<file path="src/hdl/assert_macros.svh">
// assertion macros shared by the steering controller rtl
// no dependencies; included by the files that carry assertions
`ifndef ASSERT_MACROS_SVH
`define ASSERT_MACROS_SVH

// a holds in a cycle -> b holds in the same cycle
`define ASSERT_IMP(lbl, clk_, rst_, a, b, msg) \
  lbl: assert property (@(posedge clk_) disable iff (rst_) (a) |-> (b)) else $error(msg);

// a holds in a cycle -> b holds in the next cycle
`define ASSERT_NXT(lbl, clk_, rst_, a, b, msg) \
  lbl: assert property (@(posedge clk_) disable iff (rst_) (a) |=> (b)) else $error(msg);

`endif

</file>
<file path="src/hdl/ptsc_pkg.sv">
// shared types, constants and the arctangent table of the steering controller
// no dependencies
`timescale 1ns / 1ps
`default_nettype none

package ptsc_pkg;

  // cordic vector width and angle width (Q3.29 radians)
  localparam int XW = 54;
  localparam int ZW = 34;

  localparam logic signed [ZW-1:0] PI29      = 34'sd1686629713;
  localparam logic signed [ZW-1:0] HALF_PI29 = 34'sd843314856;
  localparam logic signed [34:0]   TWO_PI29  = 35'sd3373259426;
  localparam logic signed [XW-1:0] KGAIN28   = 54'sd163008219;
  localparam logic signed [34:0]   STEER_LIM = 35'sd14298;

  typedef enum logic [1:0] {
    REQ_ODOM  = 2'd0,
    REQ_WAYPT = 2'd1,
    REQ_CLEAR = 2'd2,
    REQ_RSVD  = 2'd3
  } req_t;

  typedef enum logic [1:0] {
    REG_CTE_GAIN  = 2'd0,
    REG_SOFTENING = 2'd1,
    REG_AXLE      = 2'd2,
    REG_CRUISE    = 2'd3
  } reg_idx_t;

  typedef enum logic [3:0] {
    MUL_QWZ, MUL_QXY, MUL_QYY, MUL_QZZ, MUL_CY_AX, MUL_SY_AX,
    MUL_CP_DY, MUL_SP_DX, MUL_CTE_G
  } mul_sel_t;

  typedef enum logic [1:0] {MAC_HOLD, MAC_LOAD, MAC_ADD, MAC_SUB} mac_op_t;

  typedef enum logic [3:0] {
    CAP_NONE, CAP_NUM2, CAP_NUM1, CAP_DEN, CAP_YAW, CAP_CYS, CAP_VX, CAP_VY,
    CAP_PYAW_CORD, CAP_PYAW_YAW, CAP_CPS, CAP_CTE, CAP_ST, CAP_WRAP, CAP_OUT, CAP_ZERO
  } cap_t;

  typedef enum logic [2:0] {SRC_QUAT, SRC_PATH, SRC_STEER, SRC_YAW, SRC_PYAW} cord_src_t;

  typedef struct packed {
    logic      in_load;
    logic      wp_write;
    logic      path_clear;
    mul_sel_t  mul_sel;
    mac_op_t   mac_op;
    cap_t      cap;
    logic      cord_start;
    cord_src_t cord_src;
  } dp_cmd_t;

  typedef struct packed {
    req_t       req;
    logic [1:0] path_cnt;
    logic       cord_done;
  } dp_stat_t;

  // atan(2^-i) in Q3.29
  function automatic logic [29:0] atan_entry(input logic [4:0] idx);
    logic [29:0] v;
    unique case (idx)
      5'd0:  v = 30'd421657428;
      5'd1:  v = 30'd248918915;
      5'd2:  v = 30'd131521918;
      5'd3:  v = 30'd66762579;
      5'd4:  v = 30'd33510843;
      5'd5:  v = 30'd16771758;
      5'd6:  v = 30'd8387925;
      5'd7:  v = 30'd4194219;
      5'd8:  v = 30'd2097141;
      5'd9:  v = 30'd1048575;
      5'd10: v = 30'd524288;
      5'd11: v = 30'd262144;
      5'd12: v = 30'd131072;
      5'd13: v = 30'd65536;
      5'd14: v = 30'd32768;
      5'd15: v = 30'd16384;
      5'd16: v = 30'd8192;
      5'd17: v = 30'd4096;
      5'd18: v = 30'd2048;
      5'd19: v = 30'd1024;
      5'd20: v = 30'd512;
      5'd21: v = 30'd256;
      5'd22: v = 30'd128;
      5'd23: v = 30'd64;
      default: v = 30'd0;
    endcase
    return v;
  endfunction

endpackage

`default_nettype wire

</file>
<file path="src/hdl/ptsc_ctrl.sv">
// controller state machine: sequences multiplies, captures and cordic passes
// depends on ptsc_pkg and assert_macros.svh
`timescale 1ns / 1ps
`default_nettype none
`include "assert_macros.svh"

module ptsc_ctrl import ptsc_pkg::*; (
  input  wire logic     clk,
  input  wire logic     rst,
  input  wire logic     s_tvalid,
  output logic          s_tready,
  output logic          m_tvalid,
  input  wire logic     m_tready,
  input  wire dp_stat_t stat,
  output dp_cmd_t       cmd
);

  typedef enum logic [5:0] {
    S_IDLE, S_DISP, S_ZERO,
    S_Q1, S_Q2, S_Q3, S_Q4, S_Q5, S_Q6, S_Q7, S_WYAW,
    S_R1, S_WCYS, S_V1, S_V2, S_V3, S_V4,
    S_P1, S_WPY, S_R2, S_WCPS,
    S_C1, S_C2, S_C3, S_C4, S_C5, S_C6, S_C7, S_WST,
    S_WRAP, S_OUT
  } state_t;

  state_t state, state_next;
  logic   slot_free;

  assign s_tready  = (state == S_IDLE);
  assign slot_free = !m_tvalid || m_tready;

  always_comb begin
    state_next     = state;
    cmd.in_load    = 1'b0;
    cmd.wp_write   = 1'b0;
    cmd.path_clear = 1'b0;
    cmd.mul_sel    = MUL_QWZ;
    cmd.mac_op     = MAC_HOLD;
    cmd.cap        = CAP_NONE;
    cmd.cord_start = 1'b0;
    cmd.cord_src   = SRC_QUAT;
    unique case (state)
      S_IDLE: if (s_tvalid) begin
        cmd.in_load = 1'b1;
        state_next  = S_DISP;
      end
      S_DISP: begin
        unique case (stat.req)
          REQ_WAYPT: begin cmd.wp_write = 1'b1;   state_next = S_IDLE; end
          REQ_CLEAR: begin cmd.path_clear = 1'b1; state_next = S_IDLE; end
          REQ_ODOM:  state_next = (stat.path_cnt == 2'd0) ? S_ZERO : S_Q1;
          REQ_RSVD:  state_next = S_IDLE;
        endcase
      end
      S_ZERO: if (slot_free) begin
        cmd.cap    = CAP_ZERO;
        state_next = S_IDLE;
      end
      // yaw numerator 2(wz+xy), denominator 1-2(yy+zz)
      S_Q1: begin cmd.mul_sel = MUL_QWZ; state_next = S_Q2; end
      S_Q2: begin cmd.mac_op = MAC_LOAD; cmd.mul_sel = MUL_QXY; state_next = S_Q3; end
      S_Q3: begin cmd.mac_op = MAC_ADD;  cmd.mul_sel = MUL_QYY; state_next = S_Q4; end
      S_Q4: begin
        cmd.cap     = CAP_NUM2;
        cmd.mac_op  = MAC_LOAD;
        cmd.mul_sel = MUL_QZZ;
        state_next  = S_Q5;
      end
      S_Q5: begin cmd.mac_op = MAC_ADD; state_next = S_Q6; end
      S_Q6: begin cmd.cap = CAP_DEN; state_next = S_Q7; end
      S_Q7: begin
        cmd.cord_start = 1'b1;
        cmd.cord_src   = SRC_QUAT;
        state_next     = S_WYAW;
      end
      S_WYAW: if (stat.cord_done) begin cmd.cap = CAP_YAW; state_next = S_R1; end
      S_R1: begin
        cmd.cord_start = 1'b1;
        cmd.cord_src   = SRC_YAW;
        state_next     = S_WCYS;
      end
      S_WCYS: if (stat.cord_done) begin cmd.cap = CAP_CYS; state_next = S_V1; end
      // reference point moved forward along the vehicle heading
      S_V1: begin cmd.mul_sel = MUL_CY_AX; state_next = S_V2; end
      S_V2: begin cmd.mac_op = MAC_LOAD; cmd.mul_sel = MUL_SY_AX; state_next = S_V3; end
      S_V3: begin cmd.cap = CAP_VX; cmd.mac_op = MAC_LOAD; state_next = S_V4; end
      S_V4: begin cmd.cap = CAP_VY; state_next = S_P1; end
      S_P1: begin
        if (stat.path_cnt == 2'd2) begin
          cmd.cord_start = 1'b1;
          cmd.cord_src   = SRC_PATH;
          state_next     = S_WPY;
        end else begin
          // single point: path yaw follows the vehicle yaw
          cmd.cap    = CAP_PYAW_YAW;
          state_next = S_R2;
        end
      end
      S_WPY: if (stat.cord_done) begin cmd.cap = CAP_PYAW_CORD; state_next = S_R2; end
      S_R2: begin
        cmd.cord_start = 1'b1;
        cmd.cord_src   = SRC_PYAW;
        state_next     = S_WCPS;
      end
      S_WCPS: if (stat.cord_done) begin cmd.cap = CAP_CPS; state_next = S_C1; end
      // cross-track error cos*dy - sin*dx, then times gain
      S_C1: begin cmd.mul_sel = MUL_CP_DY; state_next = S_C2; end
      S_C2: begin cmd.mac_op = MAC_LOAD; cmd.mul_sel = MUL_SP_DX; state_next = S_C3; end
      S_C3: begin cmd.mac_op = MAC_SUB; state_next = S_C4; end
      S_C4: begin cmd.cap = CAP_CTE; state_next = S_C5; end
      S_C5: begin cmd.mul_sel = MUL_CTE_G; state_next = S_C6; end
      S_C6: begin cmd.mac_op = MAC_LOAD; state_next = S_C7; end
      S_C7: begin
        cmd.cord_start = 1'b1;
        cmd.cord_src   = SRC_STEER;
        state_next     = S_WST;
      end
      S_WST: if (stat.cord_done) begin cmd.cap = CAP_ST; state_next = S_WRAP; end
      S_WRAP: begin cmd.cap = CAP_WRAP; state_next = S_OUT; end
      S_OUT: if (slot_free) begin
        cmd.cap    = CAP_OUT;
        state_next = S_IDLE;
      end
      default: state_next = S_IDLE;
    endcase
  end

  always_ff @(posedge clk) begin
    if (rst) begin
      state    <= S_IDLE;
      m_tvalid <= 1'b0;
    end else begin
      state <= state_next;
      if ((state == S_OUT || state == S_ZERO) && slot_free) m_tvalid <= 1'b1;
      else if (m_tready) m_tvalid <= 1'b0;
    end
  end

  `ASSERT_NXT(a_busy_after_accept, clk, rst, s_tvalid && s_tready, !s_tready, "accepted while busy")
  `ASSERT_IMP(a_done_in_wait, clk, rst, stat.cord_done, state == S_WYAW || state == S_WCYS || state == S_WPY || state == S_WCPS || state == S_WST, "cordic result not awaited")
  `ASSERT_NXT(a_result_posted, clk, rst, state == S_OUT && !m_tvalid, m_tvalid, "result not posted")

endmodule

`default_nettype wire

</file>
<file path="config.mk">
export PLATFORM = sky130hd
export DESIGN_NAME = ptsc_ctrl
export DESIGN_NICKNAME = d
export VERILOG_FILES = /design/src/hdl/ptsc_pkg.sv /design/src/hdl/ptsc_ctrl.sv
export VERILOG_INCLUDE_DIRS = /design/src /design/src/hdl
export SDC_FILE = /design/constraint.sdc
export NUM_CORES = 1
export LEC_CHECK = 0
export BUFFER_PORTS_ARGS = -buffer_cell sky130_fd_sc_hd__buf_2
export CAP_MARGIN = 25
export CORE_ASPECT_RATIO = 0.9
export CORE_MARGIN = 3
export CORE_UTILIZATION = 40
export DETAILED_ROUTE_END_ITERATION = 8
export HOLD_SLACK_MARGIN = 0.02
export PLACE_DENSITY = 0.76
export SYNTH_ARGS = -nofsm -noshare
export SYNTH_HDL_FRONTEND = slang
export SYNTH_SLANG_ARGS = --single-unit
export TNS_END_PERCENT = 1
</file>
<file path="constraint.sdc">
create_clock -name clk -period 4.45 [get_ports clk]
set_input_delay 0.89 -clock clk [delete_from_list [all_inputs] [get_ports clk]]
set_output_delay 0.89 -clock clk [all_outputs]
set_load 0.02 [all_outputs]
</file>
# Yosys cells after proc, flatten, opt, wreduce, memory -nomap -nowiden
# Cells that the tools add are included.
# op_classes
n_reduce_logical,13
muxes,31
n_eq_ne,41
# ops
op,count
6-bit case mux with 30 select lines,1
6-bit by 5-bit equality test with 1-bit output (second input constant),15
4-bit case mux with 14 select lines,1
6-bit by 4-bit equality test with 1-bit output (second input constant),8
6-bit 2-to-1 mux,7
4-bit case mux with 8 select lines,1
4-bit 2-to-1 mux,7
6-bit by 3-bit equality test with 1-bit output (second input constant),4
4-bit case mux with 5 select lines,1
6-bit by 2-bit equality test with 1-bit output (second input constant),2
2-bit inequality test (second input constant),6
6-bit case mux with 2 select lines,1
1-bit 2-to-1 mux,8
7-bit AND reduction,1
2-bit equality test (second input constant),3
6-bit by 1-bit equality test with 1-bit output (second input constant),1
6-bit zero test,1
3-bit 2-to-1 mux,2
2-bit case mux with 3 select lines,1
6-bit OR reduction,1
2-bit zero test,2
2-bit OR reduction,2
3-bit OR reduction,1
2-bit by 1-bit equality test with 1-bit output (second input constant),1
6 further kinds,7
# totals
inputBits,9
regBits,7

# Logic depth before layout (Yosys ltp)
# depth
word_depth,4
ltp_mapped,6
mapped_depth_nobuf,4

# Least setup slack after synthesis
# OpenSTA, ideal clock, no wires.
# synth_path
path_type,input to output
start,in stat[1] in the netlist's numbering
end,out cmd[4] in the netlist's numbering
path_slack_ns,1.827
required_ns,3.560
stages,4
arrival_time_ns,1.733
n_path_buf,0
path_cell_list,nand2b_1 > a21oi_1 > o32a_1 > o21ai_0
# synth_lines
element,line,text
start: declaration,ptsc_ctrl.sv:14,"input wire dp_stat_t stat,"
end: declaration,ptsc_ctrl.sv:15,output dp_cmd_t cmd

==> impl_metrics.csv <==
group,metric,value,unit
logic_synthesis,synthTopCellsByArea,"dfxtp_1 15%, a21oi_1 5.7%, nor2_1 5.2%, nand2_1 4.3%, nand2b_1 4.0%",
clock_tree,clkLatencyLatePin,0.23,ns
timing,fin_skew,0.001988,ns
logic_synthesis,synth.largest_area_cell,"dfxtp_1",
clock_tree,cts_tree,"yes",
logic_synthesis,synthAdderAreaFrac,0,%
clock_tree,cts.sinks,6,
global_route,antenna_found_initial,0,
worst_hold_path,hp-start,"m_tvalid",
drt,route.detailed.drc,0,
pwr,swShare,42.72,%
worst_setup_path,worstPathRequired,3.56,ns
logic_synthesis,synth_top_area_share,15.24,%
layout,instances_no_fill,161,
layout,final_core_util,51.77,%
pwr,p_leak,0.3829,nW
timing,worst_pin_slew,0.6968,ns
timing,holdWs,0.6847,ns
floorplan,num_rows,14,
timing,layout_setup_ws,1.522,ns
global_route,grt_pass1_wl,3436,µm
worst_setup_path,cpPeakStageDelay,0.74,ns
logic_synthesis,ys_seq_area_share,15.24,%
drt,drt_iter0_drc,17,
timing,slew-limit-headroom,53.49,%
run,max_cap_viol_count,0,
layout,n_antenna_cell,0,
timing,hold_viol_final,0,
placement,dpl.hpwl,1573,µm
layout,area_growth,16.19,%
placement,placed_area,893.4,µm²
worst_hold_path,hold_depth,3,
logic_synthesis,synth-simple-area-share,39.84,%
worst_hold_path,hold_path_class,"flip-flop to flip-flop",
clock_tree,clk_path_buf_depth,2,
pwr,p_total,0.2329,mW
placement,detailedPlace.worstSlack,1.676,ns
worst_setup_path,cp_slowest_cell,"dfxtp_1",
worst_setup_path,crit_fanout,21,
timing,fin_crit_sh,65.79,%
logic_synthesis,ys_seq_elements,6,
worst_setup_path,rr_endpoint,"state[1]",
floorplan,chipWidth,52.80,µm
clock_tree,post-cts-setup-buffer-count,0,
layout,stdcell_area,915.9,µm²
logic_synthesis,synthMuxAreaShare,0,%
floorplan,die_area,2540,µm²
logic_synthesis,synth_compound_area_share,32.70,%
outcome,outcome,"finished clean",
global_route,grt_overflow,0,
worst_setup_path,r2r-start,"state[2]",
worst_setup_path,start_kind,"flip-flop",
layout,fin_nets,148,
worst_setup_path,r2r_slack,2.51,ns
logic_synthesis,yosysWarnings,0,
pwr,pwr-share-comb,45.5,%
clock_tree,cts_made_buffers,3,
layout,drive_above_1_share,25.55,%
logic_synthesis,syn-cell-area,788.3,µm²
clock_tree,cts.htree.levels,1,
logic_synthesis,avgSynthCellArea,6.624,µm²
pwr,peakVddDrop,0.0001781,V
timing,rsz0062_at_grt,"false",
timing,fin_crit,2.928,ns
floorplan,fp.dieH,48.12,µm
worst_setup_path,cp_data_arrival_time,2.04,ns
placement,io_buffers,27,
clock_tree,cts.repair.resized,0,
clock_tree,root_buffer,"clkbuf_4",
pwr,p_clk_share,19.6,%
floorplan,initial_core_util,44.55,%
drt,ant_nets,0,
clock_tree,clk_pin_slew_worst_paths,0.04,ns
placement,dp_cells,158,
logic_synthesis,syn-num-nets,128,
pwr,p_sw,0.09948,mW
clock_tree,hold_buffers,0,
drt,dr.pass1.iters,4,
drt,wirelength,2087,µm
logic_synthesis,synth_top_family_by_area,"simple AND/OR/NAND/NOR gates",
drt,viasPerCell,5.795,
pwr,p_per_area,254.3,nW/µm²
global_route,grt_use_total,17.65,%
worst_setup_path,crit_type,"flip-flop to output pin",
drt,wl_per_cell,12.96,µm
logic_synthesis,netlist_instances,119,
timing,fin_setup_tns,0,ns
logic_synthesis,synth-xor-area-share,2.222,%
global_route,grt_pass1_vias,764,
floorplan,coreArea,1769,µm²
timing,fmax,0.3416,GHz
pwr,pwr-share-seq,34.9,%
floorplan,pin_count,28,
global_route,grt_max_degree,24,
placement,gp_congestion,0.8421,
timing,setup_viol,0,
timing,drv_slew,0,
pwr,intPower,0.1334,mW
logic_synthesis,ys_types,40,
worst_setup_path,worstRegToRegCells,4,
worst_hold_path,hold_end,"m_tvalid",
worst_setup_path,path_cells,"nand2b_1, o32a_1, o221ai_1, buf_2",
drt,dr_total_vias,933,
worst_setup_path,cp-end-kind,"output pin",
## cell usage in the layout (no fill, tap or decap), drive strengths merged, types with 4 or more instances in the layout
master  instances
dfxtp           6
nand2b          5
and3            4
nor3            6
inv             5
o21ai           5
nor2b           5
a21oi           9
buf            27
nor2           11
nand2           9
## cell type report
class	instances	area, µm²
clock buffers	3	22.52
inverters	5	18.77
fillers	176	853.3
well taps	24	30.03
repair buffers	27	135.1
flip-flops and latches	6	120.1
multi-input cells	96	589.3
## worst max path at each step
stage	cells after the start	end	slack [ns]	start
floorplan	4	cmd[4]	1.83	stat[1]
global placement	6	cmd[5]	1.72	m_tready
detailed placement	6	cmd[5]	1.68	m_tready
CTS	4	cmd[7]	1.51	state[1]
global route	4	cmd[4]	1.35	state[1]
finish	4	cmd[7]	1.52	state[1]
## power groups by stage
stage	sequential (mW)	clock, mW	combinational (mW)
detailed placement	0.0817	0	0.105
floorplan	0.0641	0	0.0952
finish	0.0813	0.0456	0.106
global placement	0.0810	0	0.104
CTS	0.0807	0.0477	0.106
global route	0.0838	0.0501	0.117
## synth_stat cells
master	number
a211oi_1	2
a211oi_2	1
a21boi_0	1
a21oi_1	9
a22o_1	1
a22oi_1	2
a31oi_1	2
and2_1	1
and3_1	4
buf_1	2
buf_6	2
clkbuf_1	8
dfxtp_1	6
inv_1	5
nand2_1	9
nand2b_1	5
nand3_1	3
nand3b_1	1
nand4_1	2
nand4b_1	1
nor2_1	11
nor2b_1	5
nor3_1	6
nor3b_1	2
nor4_1	2
nor4b_1	1
o2111a_1	1
o211ai_1	1
o21a_1	1
o21ai_0	5
o221ai_1	2
o22ai_1	3
o31a_1	2
o31ai_1	1
o32a_1	2
o32ai_1	1
or2_2	2
or3_4	1
or4_4	1
xor2_1	2
## state kept, by name, summed over array words and instances, names as in the netlist
| name | flops |
|---|---|
| state | 5 |
| m_tvalid | 1 |
## logic make-up after synthesis
kind of cell,after synthesis
xor+xnor,2
buf+inv,17
simple gates,57
compound gates,37
flops,6
## layer usage
layer  part of all wire (%)  wire length [µm]  up-vias  track usage (%)
met4                      0                 0        0            3.061
met5                      0                 0        -                0
met3                    8.7               181        0            2.141
met1                     50              1048      413            26.34
li1                       -                 -      479                -
met2                     41               857       41            27.72
## worst max-delay path: cells and delay by family, from the launching register on
kind / cells / cell delay (ns)
AND/OR/NAND/NOR: 1 / 0.27
flip-flops: 1 / 0.74
buffers and inverters: 1 / 0.20
AO/OA/AOI/OAI: 2 / 0.59
Power figures use the tool's default switching activity.
